### config.mk
export PLATFORM = sky130hd
export DESIGN_NAME = timed_square_tone_generator_unit
export DESIGN_NICKNAME = d
export VERILOG_FILES = /design/src/hw/rtl/tstg_pkg.sv /design/src/hw/rtl/tstg_div.sv /design/src/hw/rtl/timed_square_tone_generator_unit.sv
export SDC_FILE = /design/constraint.sdc
export NUM_CORES = 1
export LEC_CHECK = 0
export BUFFER_PORTS_ARGS = -buffer_cell sky130_fd_sc_hd__buf_4
export CAP_MARGIN = 20
export CORE_MARGIN = 2
export CORE_UTILIZATION = 35
export CTS_BUF_LIST = sky130_fd_sc_hd__clkbuf_8 sky130_fd_sc_hd__clkbuf_16
export DETAILED_ROUTE_END_ITERATION = 16
export MAX_ROUTING_LAYER = met4
export PLACE_DENSITY = 0.5
export SLEW_MARGIN = 20
export SYNTH_ARGS = -nofsm -noshare
export SYNTH_HDL_FRONTEND = slang
export SYNTH_HIERARCHICAL = 1
export SYNTH_SLANG_ARGS = --single-unit
### constraint.sdc
create_clock -name clk -period 5.78 [get_ports clk]
set_input_delay 0.867 -clock clk [delete_from_list [all_inputs] [get_ports clk]]
set_output_delay 0.867 -clock clk [all_outputs]
set_load 0.05 [all_outputs]
### src/hw/rtl/tstg_pkg.sv
// Package for the timed square tone generator.
// Holds widths, time constants, mode codes, sequencer states and divider control types.
// No dependencies.
package tstg_pkg;

  localparam int TICK_BITS   = 32;
  localparam int FREQ_W      = 15;
  localparam int DUR_W       = 16;
  localparam int HP_W        = 19;
  localparam int REMAIN_W    = 26;
  localparam int HP_DIV_BITS = 20;
  localparam int STEP_W      = $clog2(TICK_BITS + 1);

  localparam int US_PER_SEC = 1000000;
  localparam int US_PER_MS  = 1000;

  localparam logic [TICK_BITS-1:0] HP_DIVIDEND =
    TICK_BITS'(US_PER_SEC) << (TICK_BITS - HP_DIV_BITS);

  localparam logic MODE_START = 1'b0;
  localparam logic MODE_TICK  = 1'b1;

  typedef enum logic [1:0] {
    ST_IDLE,
    ST_DIV_HP,
    ST_DIV_REM
  } tstg_state_t;

  typedef struct packed {
    logic              start;
    logic [STEP_W-1:0] steps;
  } div_ctl_t;

  typedef struct packed {
    logic busy;
    logic done;
  } div_sts_t;

endpackage

### src/hw/rtl/tstg_div.sv
// Shared restoring divider, one quotient bit per cycle.
// Depends on tstg_pkg for widths and the control/status structs.
module tstg_div
  import tstg_pkg::*;
(
  input  logic                 clk,
  input  logic                 rst_n,
  input  div_ctl_t             ctl,
  input  logic [TICK_BITS-1:0] dividend,
  input  logic [HP_W-1:0]      divisor,
  output div_sts_t             sts,
  output logic [TICK_BITS-1:0] quotient,
  output logic [HP_W-1:0]      remainder
);

  logic                 busy_r, busy_nxt;
  logic                 done_r, done_nxt;
  logic [STEP_W-1:0]    cnt_r, cnt_nxt;
  logic [HP_W-1:0]      rem_r, rem_nxt;
  logic [TICK_BITS-1:0] quo_r, quo_nxt;
  logic [HP_W-1:0]      dsr_r, dsr_nxt;
  logic [HP_W:0]        shifted;
  logic [HP_W:0]        diff;
  logic                 ge;

  always_comb begin
    shifted  = {rem_r, quo_r[TICK_BITS-1]};
    ge       = shifted >= {1'b0, dsr_r};
    diff     = shifted - {1'b0, dsr_r};
    busy_nxt = busy_r;
    done_nxt = 1'b0;
    cnt_nxt  = cnt_r;
    rem_nxt  = rem_r;
    quo_nxt  = quo_r;
    dsr_nxt  = dsr_r;
    if (ctl.start) begin
      busy_nxt = 1'b1;
      cnt_nxt  = ctl.steps;
      rem_nxt  = '0;
      quo_nxt  = dividend;
      dsr_nxt  = divisor;
    end else if (busy_r) begin
      rem_nxt = ge ? diff[HP_W-1:0] : shifted[HP_W-1:0];
      quo_nxt = {quo_r[TICK_BITS-2:0], ge};
      cnt_nxt = cnt_r - 1'b1;
      if (cnt_r == STEP_W'(1)) begin
        busy_nxt = 1'b0;
        done_nxt = 1'b1;
      end
    end
  end

  always_ff @(posedge clk) begin
    if (!rst_n) begin
      busy_r <= 1'b0;
      done_r <= 1'b0;
      cnt_r  <= '0;
    end else begin
      busy_r <= busy_nxt;
      done_r <= done_nxt;
      cnt_r  <= cnt_nxt;
    end
  end

  always_ff @(posedge clk) begin
    rem_r <= rem_nxt;
    quo_r <= quo_nxt;
    dsr_r <= dsr_nxt;
  end

  assign sts.busy  = busy_r;
  assign sts.done  = done_r;
  assign quotient  = quo_r;
  assign remainder = rem_r;

endmodule

### src/hw/rtl/timed_square_tone_generator_unit.sv
// Timed square tone generator top level: tick counter, note state and sequencer.
// Depends on tstg_pkg and tstg_div.
//
//   channel  direction  handshake           payload
//   in_      input      in_valid/in_stall   in_mode, in_freq_hz, in_duration_ms
//   out_     output     out_valid/out_stall out_speaker_level, out_playing, out_note_done
//
// A tick beat or a start beat with zero duration or zero frequency bypasses the divider.
// A start beat with a tone runs the shared divider 20 steps for the half period,
// then TICK_BITS steps for the phase remainder of the tick counter.
// Synchronous active-low reset clears the counter and note state; the pin starts low.
// in_stall is high while the divider works or while a result beat waits under out_stall.
module timed_square_tone_generator_unit
  import tstg_pkg::*;
(
  input  logic              clk,
  input  logic              rst_n,
  input  logic              in_valid,
  output logic              in_stall,
  input  logic              in_mode,
  input  logic [FREQ_W-1:0] in_freq_hz,
  input  logic [DUR_W-1:0]  in_duration_ms,
  output logic              out_valid,
  input  logic              out_stall,
  output logic              out_speaker_level,
  output logic              out_playing,
  output logic              out_note_done
);

  tstg_state_t          state_r, state_nxt;
  logic [TICK_BITS-1:0] tick_count_r, tick_count_nxt;
  logic [HP_W-1:0]      hp_r, hp_nxt;
  logic [HP_W-1:0]      cd_r, cd_nxt;
  logic [REMAIN_W-1:0]  remain_r, remain_nxt;
  logic                 active_r, active_nxt;
  logic                 pin_r, pin_nxt;
  logic                 phase_r, phase_nxt;
  logic                 out_valid_r, out_valid_nxt;
  logic                 out_level_r, out_level_nxt;
  logic                 out_playing_r, out_playing_nxt;
  logic                 out_done_r, out_done_nxt;

  logic                 accept;
  logic                 load_out;
  logic                 done_bit;
  logic [HP_W-1:0]      cd_dec;
  logic [REMAIN_W-1:0]  remain_dec;

  div_ctl_t             div_ctl;
  div_sts_t             div_sts;
  logic [TICK_BITS-1:0] div_dividend;
  logic [HP_W-1:0]      div_divisor;
  logic [TICK_BITS-1:0] div_quo;
  logic [HP_W-1:0]      div_rem;

  assign in_stall = (state_r != ST_IDLE) || (out_valid_r && out_stall);
  assign accept   = in_valid && !in_stall;

  tstg_div u_div (
    .clk       (clk),
    .rst_n     (rst_n),
    .ctl       (div_ctl),
    .dividend  (div_dividend),
    .divisor   (div_divisor),
    .sts       (div_sts),
    .quotient  (div_quo),
    .remainder (div_rem)
  );

  always_comb begin
    state_nxt      = state_r;
    tick_count_nxt = tick_count_r;
    hp_nxt         = hp_r;
    cd_nxt         = cd_r;
    remain_nxt     = remain_r;
    active_nxt     = active_r;
    pin_nxt        = pin_r;
    phase_nxt      = phase_r;
    load_out       = 1'b0;
    done_bit       = 1'b0;
    cd_dec         = cd_r - 1'b1;
    remain_dec     = remain_r - 1'b1;
    div_ctl        = '0;
    div_dividend   = HP_DIVIDEND;
    div_divisor    = {{(HP_W - FREQ_W - 1){1'b0}}, in_freq_hz, 1'b0};

    case (state_r)
      ST_IDLE: begin
        if (accept) begin
          if (in_mode == MODE_TICK) begin
            tick_count_nxt = tick_count_r + 1'b1;
            if (active_r) begin
              if (hp_r != '0) begin
                if (cd_dec == '0) begin
                  phase_nxt = ~phase_r;
                  pin_nxt   = ~phase_r;
                  cd_nxt    = hp_r;
                end else begin
                  cd_nxt = cd_dec;
                end
              end
              remain_nxt = remain_dec;
              if (remain_dec == '0) begin
                active_nxt = 1'b0;
                done_bit   = 1'b1;
              end
            end
            load_out = 1'b1;
          end else if (in_duration_ms != '0) begin
            remain_nxt = REMAIN_W'(in_duration_ms) * REMAIN_W'(US_PER_MS);
            phase_nxt  = 1'b0;
            active_nxt = 1'b1;
            if (in_freq_hz == '0) begin
              hp_nxt   = '0;
              cd_nxt   = '0;
              load_out = 1'b1;
            end else begin
              div_ctl.start = 1'b1;
              div_ctl.steps = STEP_W'(HP_DIV_BITS);
              state_nxt     = ST_DIV_HP;
            end
          end else begin
            load_out = 1'b1;
          end
        end
      end
      ST_DIV_HP: begin
        div_dividend = tick_count_r;
        div_divisor  = div_quo[HP_W-1:0];
        if (div_sts.done) begin
          hp_nxt        = div_quo[HP_W-1:0];
          div_ctl.start = 1'b1;
          div_ctl.steps = STEP_W'(TICK_BITS);
          state_nxt     = ST_DIV_REM;
        end
      end
      ST_DIV_REM: begin
        if (div_sts.done) begin
          cd_nxt    = hp_r - div_rem;
          load_out  = 1'b1;
          state_nxt = ST_IDLE;
        end
      end
      default: begin
        state_nxt = ST_IDLE;
      end
    endcase

    out_valid_nxt   = out_valid_r;
    out_level_nxt   = out_level_r;
    out_playing_nxt = out_playing_r;
    out_done_nxt    = out_done_r;
    if (out_valid_r && !out_stall) begin
      out_valid_nxt = 1'b0;
    end
    if (load_out) begin
      out_valid_nxt   = 1'b1;
      out_level_nxt   = pin_nxt;
      out_playing_nxt = active_nxt;
      out_done_nxt    = done_bit;
    end
  end

  always_ff @(posedge clk) begin
    if (!rst_n) begin
      state_r      <= ST_IDLE;
      tick_count_r <= '0;
      hp_r         <= '0;
      cd_r         <= '0;
      remain_r     <= '0;
      active_r     <= 1'b0;
      pin_r        <= 1'b0;
      phase_r      <= 1'b0;
      out_valid_r  <= 1'b0;
    end else begin
      state_r      <= state_nxt;
      tick_count_r <= tick_count_nxt;
      hp_r         <= hp_nxt;
      cd_r         <= cd_nxt;
      remain_r     <= remain_nxt;
      active_r     <= active_nxt;
      pin_r        <= pin_nxt;
      phase_r      <= phase_nxt;
      out_valid_r  <= out_valid_nxt;
    end
  end

  always_ff @(posedge clk) begin
    out_level_r   <= out_level_nxt;
    out_playing_r <= out_playing_nxt;
    out_done_r    <= out_done_nxt;
  end

  assign out_valid         = out_valid_r;
  assign out_speaker_level = out_level_r;
  assign out_playing       = out_playing_r;
  assign out_note_done     = out_done_r;

  a_accept_idle: assert property (@(posedge clk) disable iff (!rst_n)
    accept |-> state_r == ST_IDLE)
    else $error("beat accepted while divider sequence runs");

  a_time_frozen: assert property (@(posedge clk) disable iff (!rst_n)
    (state_r != ST_IDLE) |=> $stable(tick_count_r))
    else $error("tick counter moved during division");

  a_countdown_range: assert property (@(posedge clk) disable iff (!rst_n)
    (state_r == ST_IDLE && active_r && hp_r != '0) |-> (cd_r != '0 && cd_r <= hp_r))
    else $error("toggle countdown out of range");

  a_done_ends_note: assert property (@(posedge clk) disable iff (!rst_n)
    (out_valid_r && out_done_r) |-> !out_playing_r)
    else $error("note_done reported while note still plays");

endmodule
# --- After elaboration in Yosys (flattened, before gate mapping) ---
# Index checks and enable logic that the tools add are counted.
classes:
  n_addsub: 6
  mux: 66
  multipliers: 1
  n_lt_le_gt_ge: 1
  n_eq_ne: 17
  bitwise_logic: 3
  reduce_logical: 26
ops:
  columns: ["cell", "count"]
  rows:
  - ["$mux 19", 12]
  - ["$mux 32", 3]
  - ["$mux 26", 3]
  - ["$pmux 19 s2", 2]
  - ["$sub 19x19->19", 2]
  - ["$mux 7", 5]
  - ["$add 32x1->32 const B", 1]
  - ["$mux 1", 29]
  - ["$logic_not 26->1", 1]
  - ["$sub 26x1->26 const B", 1]
  - ["$mul 16x7->23 const B", 1]
  - ["$ge 20x19->1", 1]
  - ["$logic_not 19->1", 1]
  - ["$reduce_bool 19->1", 1]
  - ["$sub 19x1->19 const B", 1]
  - ["$reduce_and 6->1", 3]
  - ["$mux 16", 1]
  - ["$reduce_bool 16->1", 1]
  - ["$logic_not 15->1", 1]
  - ["$pmux 7 s2", 1]
  - ["$mux 2", 6]
  - ["$mux 6", 2]
  - ["$ne 3x3->1 const B", 4]
  - ["$reduce_bool 2->1", 6]
  - ["17 further kinds", 31]
totals:
  inputBits: 36
  elab_cells: 139
  output_inout_bits: 5
  reg_bits: 183

# --- Logic depth before layout (Yosys ltp) ---
# Gate-level depths: netlist of the first run.
logic_depth:
  word_depth: 8
  depth_mapped: 17
  depth_no_buf: 17

# --- Cells and area by module ---
# Netlist of the first run, hierarchy kept.
modules_own_cells:
  columns: ["module", "cells_per_inst", "area_per_inst_um2", "seq_area_each_um2", "n_inst"]
  rows:
  - ["timed_square_tone_generator_unit", 1288, 10192.3, 2132.0, 1]
  - ["tstg_div", 374, 4162.7, 2072.0, 1]

# --- Least setup slack after synthesis of the first run ---
# No wires, ideal clock.
synth_path:
  path_kind: "input to register"
  from: "in in_duration_ms[6]"
  to: "reg remain_r[21]"
  slack_ps: 821
  path_buffers: 0
  setup_ps: 115
  stages: 15
  t_required_ps: 5665
  t_arrival_ps: 4845
  cell_sequence: "inv_1 > fa_1 > fa_1 > fa_1 > fa_1 > inv_1 > ha_1 > a21o_1 > a21oi_1 > o21bai_1 > a221o_1 > a41oi_1 > o21bai_1 > mux2i_1 > a2111oi_0"
synth_via:
  elab_chain_cells: 3
  word_cells_on_any_way: 6
  cone_classes: "mul: 1; mux: 2; reduce/logical: 3"
synth_lines:
  columns: ["element", "line_no", "text"]
  rows:
  - ["from (decl)", "timed_square_tone_generator_unit.sv:22", "input logic [DUR_W-1:0] in_duration_ms,"]
  - ["$mul 16x7->23 / $reduce_bool 16->1 (equally long branches)", "timed_square_tone_generator_unit.sv:110, timed_square_tone_generator_unit.sv:109", null]
  - ["$mux 26 / $reduce_bool 2->1 (equally long branches)", null, null]
  - ["$mux 26 / $reduce_and 4->1 (equally long branches)", null, null]
  - ["to (signal assigned)", "timed_square_tone_generator_unit.sv:180", "remain_r <= remain_nxt;"]
  - ["to (decl)", "timed_square_tone_generator_unit.sv:34", "logic [REMAIN_W-1:0] remain_r, remain_nxt;"]
# Several ways; a longest one is shown, not always the timed one. The select of a mux whose other input is x is not followed.
# A chain may end at the register's enable or synchronous reset.

# --- Final worst setup path of the first run ---
# Same ends and word-level chain as after synthesis.

==> metrics.csv, run 1 <==
metric;value;unit
total of max-cap violations;0;
Worst path max stage delay;0.55;ns
Worst path slowest cell;fa_1;
Worst-Skew Late Latency;0.45;ns
Die Ht;206.5;um
initial antenna violation count;0;
Initial Util;35.30;%
non-filler instance count after layout;2199;
Congestion Overflow GR;0;
Area growth syn-to-layout;9.567;%
Max clock buf depth;2;
TritonCTS clock tree;yes;
Comb pwr share;47.9;%
Overall Power;5.442;mW
clk slew on worst S/H paths;0.07;ns
IO Count;41;
CP Data Required Time;6.10;ns
cells after synthesis;1661;
Sw Share;41.11;%
Clock Power Share;22.8;%
crit path max fanout;6;
Sink Count;183;
Worst setup SP type;primary input;
internal power;3.205;mW
VDD IR max;205.6;uV
setup TNS;0;ns
DR vias/cell;5.281;
H-tree levels;4;
Syn Area/Cell;8.638;sq um
Leakage;6.300;nW
die area;0.04263;sq mm
most frequent cell on the critical path;fa_1;
largest net degree at the start of global routing;63;
DR vias;11610;
Net Sw Power;2.237;mW
fin crit period;5.016;ns
Ant. Diodes;0;
final setup fails;0;
GRT Total Usage;18.03;%
Post-Syn Area;0.01435;sq mm
CP cell instances;buf_4 > inv_1 > fa_1 > fa_1 > fa_1 > fa_1 > inv_1 > ha_1 > a21o_1 > a21oi_1 > o21bai_1 > a221o_1 > a41oi_1 > o21bai_1 > mux2i_1 > a2111oi_0;
vias in the first global route;11100;
first-pass GRT wire length;59020;um
highest clock rate;0.1993;GHz
CORE AREA;0.04065;sq mm
root buffer cell;clkbuf_16;
Tcrit/Tclk final;86.79;%
Setup CP Type;primary input to register;
placed insts;2166;
port bufs;40;
share of cells above drive strength 1;9.358;%
crit path DAT;5.33;ns
Fin. Hold Viols;0;
DR pass1 iterations;5;
Hold WC Path Type;register to register;
Setup Skew;0.01437;ns
Die W;206.5;um
RSZ-0062 raised after global routing;false;
Post CTS Setup Buffer Count;0;
Slew Viols, Final;0;
WL/cell;16.59;um
Final GP Congestion;0.8513;
Residual DRC;0;
P per Cell Area;346.2;mW/mm^2
nets;1851;
Worst Setup End Kind;register;
hpwl dp;27510;um
CTS Hold Bufs;0;
ANT nets after route;0;
transition time of the tightest slew-check pin;1.008;ns
CTS buffer count;17;
Yosys warnings;6;
Routed WL;36490;um
status;complete, no violations;
CTS resizes;0;
FP Rows;74;
drt first-iter violations;747;
Slew Limit Headroom;32.80;%
Seq pwr share;29.2;%
==> power by group through the flow <==
stage / logic, mW / registers (mW) / clock network (mW)
detailed placement: 2.59 / 1.62 / 0
global route: 2.97 / 1.61 / 1.32
floorplan: 2.08 / 1.55 / 0
finish: 2.61 / 1.59 / 1.24
CTS: 2.61 / 1.59 / 1.28
global placement: 2.58 / 1.62 / 0
==> path summary, 6_finish.rpt <==
kind                                                     from                       endpoint  slack, ns  cells after the start
worst max-delay path                        in_duration_ms[6]      remain_r[21]$_SDFFE_PN0P_       0.76                     16
worst min-delay path            tick_count_r[21]$_SDFFE_PN0P_  tick_count_r[21]$_SDFFE_PN0P_       0.49                      2
worst max register to register        state_r[0]$_SDFFE_PN0P_          hp_r[10]$_SDFFE_PN0P_       2.30                      8
worst min register to register  tick_count_r[21]$_SDFFE_PN0P_  tick_count_r[21]$_SDFFE_PN0P_       0.49                      2
==> registers in the layout, summed over array words and instances (netlist names) <==
| register | flops |
|---|---|
| out_valid | 1 |
| u_div/remainder | 19 |
| out_note_done | 1 |
| u_div/quotient | 32 |
| pin_r | 1 |
| u_div/cnt_r | 6 |
| phase_r | 1 |
| remain_r | 26 |
| active_r | 1 |
| tick_count_r | 32 |
| hp_r | 19 |
| cd_r | 19 |
| out_speaker_level | 1 |
| out_playing | 1 |
| u_div/dsr_r | 19 |
| state_r | 2 |
| u_div/busy_r | 1 |
| u_div/done_r | 1 |
==> layer usage <==
| layer | track usage [%] | up-vias | part of all wire (%) |
|---|---|---|---|
| li1 | - | 5883 | - |
| met1 | 24.03 | 5512 | 48 |
| met2 | 28.92 | 186 | 47 |
| met3 | 2.176 | 33 | 2.7 |
| met4 | 4.847 | 0 | 1.8 |
| met5 | - | - | 0 |
==> worst max-delay path: cells and delay by family <==
family	cells	cell delay (ns)
adders and majority gates	5	2.37
buffers and inverters	3	0.41
AOI/OAI and AO/OA	7	1.55
muxes	1	0.13
==> layout by cell type, fill, tap and decap left out, types with 20 or more instances in the layout <==
master and n:
inv_1 150, nor2_1 147, a21oi_1 136, dfxtp_1 129, ha_1 105, nand2_1 95, o21ai_0 94, fa_1 56
nand3_1 55, edfxtp_1 54, mux2_2 49, buf_4 49, xnor2_1 47, and2_1 41, nor3_1 36, xor2_1 33
nand2b_1 24, a211oi_1 23, a21o_1 22, nor4_1 20
==> cell type report <==
type	instances	area [sq um]
Clock buffer	18	439.2
Clock inverter	14	188.9
Fill cell	4127	24930
Inverter	150	563.0
Multi-Input combinational cell	1252	9271
Sequential cell	183	4204
Tap cell	532	665.6
Timing Repair Buffer	50	387.9
==> stage by stage <==
| step | setup slack, ns | hold WS [ns] | utilization, % | area [sq um] |
|---|---|---|---|---|
| detailed placement | 0.2868 | 0.4782 | 37.08 | 15070 |
| CTS | 0.7373 | 0.4930 | 38.63 | 15700 |
| global placement | 0.3499 | 0.4785 | 37.08 | 15070 |
| floorplan | 0.8207 | 0.4567 | - | 14360 |
| finish | 0.7636 | 0.4926 | 38.68 | 15720 |
| global route | 0.4878 | 0.5102 | 38.68 | 15720 |
Note: power is estimated with default switching activity, not from simulation.
==> run 2, diff against run 1 <==
--- a/config.mk
+++ b/config.mk
@@ -5,6 +5,7 @@
 export SDC_FILE = /design/constraint.sdc
 export NUM_CORES = 1
 export LEC_CHECK = 0
+export ABC_AREA = 1
 export BUFFER_PORTS_ARGS = -buffer_cell sky130_fd_sc_hd__buf_4
 export CAP_MARGIN = 20
 export CORE_MARGIN = 2
==> metrics.csv, run 2 <==
metric;value;unit;change
cells after synthesis;2223;;+34%
Worst-Skew Late Latency;0.47;ns;+0.02 ns
Final GP Congestion;0.9063;;+6.5%
CORE AREA;0.04308;sq mm;+6.0%
Die W;212.8;um;+3.1%
DR vias;13920;;+20%
Yosys warnings;6;;unchanged
Tcrit/Tclk final;79.43;%;-7.4 points
fin crit period;4.591;ns;-0.4253 ns
highest clock rate;0.2178;GHz;+9.3%
port bufs;40;;unchanged
RSZ-0062 raised after global routing;false;;
Die Ht;212.8;um;+3.1%
Setup Skew;0.008611;ns;-0.005760 ns
Slew Limit Headroom;37.84;%;+5.0 points
Setup CP Type;primary input to register;;
CTS Hold Bufs;0;;unchanged
Congestion Overflow GR;0;;unchanged
H-tree levels;4;;unchanged
vias in the first global route;13830;;+25%
Hold WC Path Type;register to register;;
status;complete, no violations;;
Post CTS Setup Buffer Count;0;;unchanged
Area growth syn-to-layout;9.194;%;
Overall Power;6.746;mW;+24%
ANT nets after route;0;;unchanged
Syn Area/Cell;6.862;sq um;-21%
Max clock buf depth;2;;unchanged
share of cells above drive strength 1;6.595;%;-2.8 points
CTS buffer count;17;;unchanged
Routed WL;43480;um;+19%
clk slew on worst S/H paths;0.07;ns;about the same
initial antenna violation count;0;;unchanged
Slew Viols, Final;0;;unchanged
Worst Setup End Kind;register;;
DR pass1 iterations;6;;+1
GRT Total Usage;20.62;%;+2.6 points
TritonCTS clock tree;yes;;
setup TNS;0;ns;unchanged
P per Cell Area;405.0;mW/mm^2;+17%
Initial Util;35.41;%;+0.11 points
VDD IR max;222.3;uV;+8.1%
transition time of the tightest slew-check pin;0.9314;ns;-0.07655 ns
CP Data Required Time;6.09;ns;about the same
Post-Syn Area;0.01525;sq mm;+6.3%
Residual DRC;0;;unchanged
Ant. Diodes;0;;unchanged
die area;0.04527;sq mm;+6.2%
Leakage;7.706;nW;+22%
FP Rows;76;;+2.7%
total of max-cap violations;0;;unchanged
CTS resizes;0;;unchanged
root buffer cell;clkbuf_16;;
final setup fails;0;;unchanged
IO Count;41;;unchanged
most common cell after layout, fill and taps aside;nand2_1;;
commonest non-fill, non-tap cells in the layout;nand2_1 (541), inv_1 (361), nor2_1 (199), nand3_1 (168), a21oi_1 (151);;
nets;2428;;+31%
Fin. Hold Viols;0;;unchanged
DR vias/cell;4.919;;-6.9%
largest net degree at the start of global routing;60;;-4.8%
Worst setup SP type;primary input;;
drt first-iter violations;935;;+25%
hpwl dp;34290;um;+25%
Sink Count;183;;unchanged
WL/cell;15.37;um;-7.4%
crit path max fanout;4;;-2
first-pass GRT wire length;71760;um;+22%
crit path DAT;4.90;ns;-0.43 ns
## run 2: power breakdown
group / internal, mW / total [mW] / switching, mW
Combinational: 1.25 / 3.66 / 2.41
Sequential: 1.66 / 1.88 / 0.218
Clock: 0.630 / 1.20 / 0.575
## run 2: final cells by class
| cell class | count | area, sq um |
|---|---|---|
| tap | 585 | 732.0 |
| sequential | 183 | 4204 |
| clock buffer | 22 | 505.5 |
| inverter | 378 | 1419 |
| clock inverter | 10 | 81.33 |
| timing repair buffer | 50 | 387.9 |
| fill | 4639 | 26420 |
| multi-input combinational | 1601 | 9328 |
## run 2: per-stage QoR
step                      area (sq um)  utilization (%)  worst slack [ns]  hold slack (ns)  instances
after detailed placement         16070            37.30            0.6532           0.4647       2797
after global placement           16070            37.30            0.7178           0.4532       2797
after floorplan                  15260                -             1.151           0.4409       2225
after global routing             16660            38.67            0.8416           0.5145       2829
after CTS                        16650            38.66             1.132           0.4759       2829
final                            16660            38.67             1.189           0.4767       2829
## run 2: worst paths after layout
path         slack (ns)  cells past startpoint                           to                     from
max                1.19                     16    remain_r[19]$_SDFFE_PN0P_        in_duration_ms[3]
min                0.48                      2         hp_r[0]$_SDFFE_PN0P_     hp_r[0]$_SDFFE_PN0P_
max reg2reg        1.87                     15  u_div/cnt_r[4]$_SDFFE_PN0P_  state_r[1]$_SDFFE_PN0P_
min reg2reg        0.48                      2         hp_r[0]$_SDFFE_PN0P_     hp_r[0]$_SDFFE_PN0P_
## run 2: layer usage
layer	track usage, %	routed length, um	up-vias	part of all wire, %
li1	-	-	7162	-
met1	26.31	20800	6468	48
met2	34.27	20250	228	47
met3	2.500	1383	57	3.2
met4	6.197	1051	0	2.4
met5	-	0	-	0
## run 2: critical path, stage by stage
cell and delay (ns):
buf_4 0.13, inv_1 0.17, fa_1 0.47, fa_1 0.56, fa_1 0.46, fa_1 0.52
inv_1 0.04, ha_1 0.34, a21oi_1 0.19, a21boi_0 0.37, o21bai_1 0.15, nand2_1 0.13
nand2_1 0.07, or2_2 0.27, nand3_1 0.07, a31oi_1 0.09
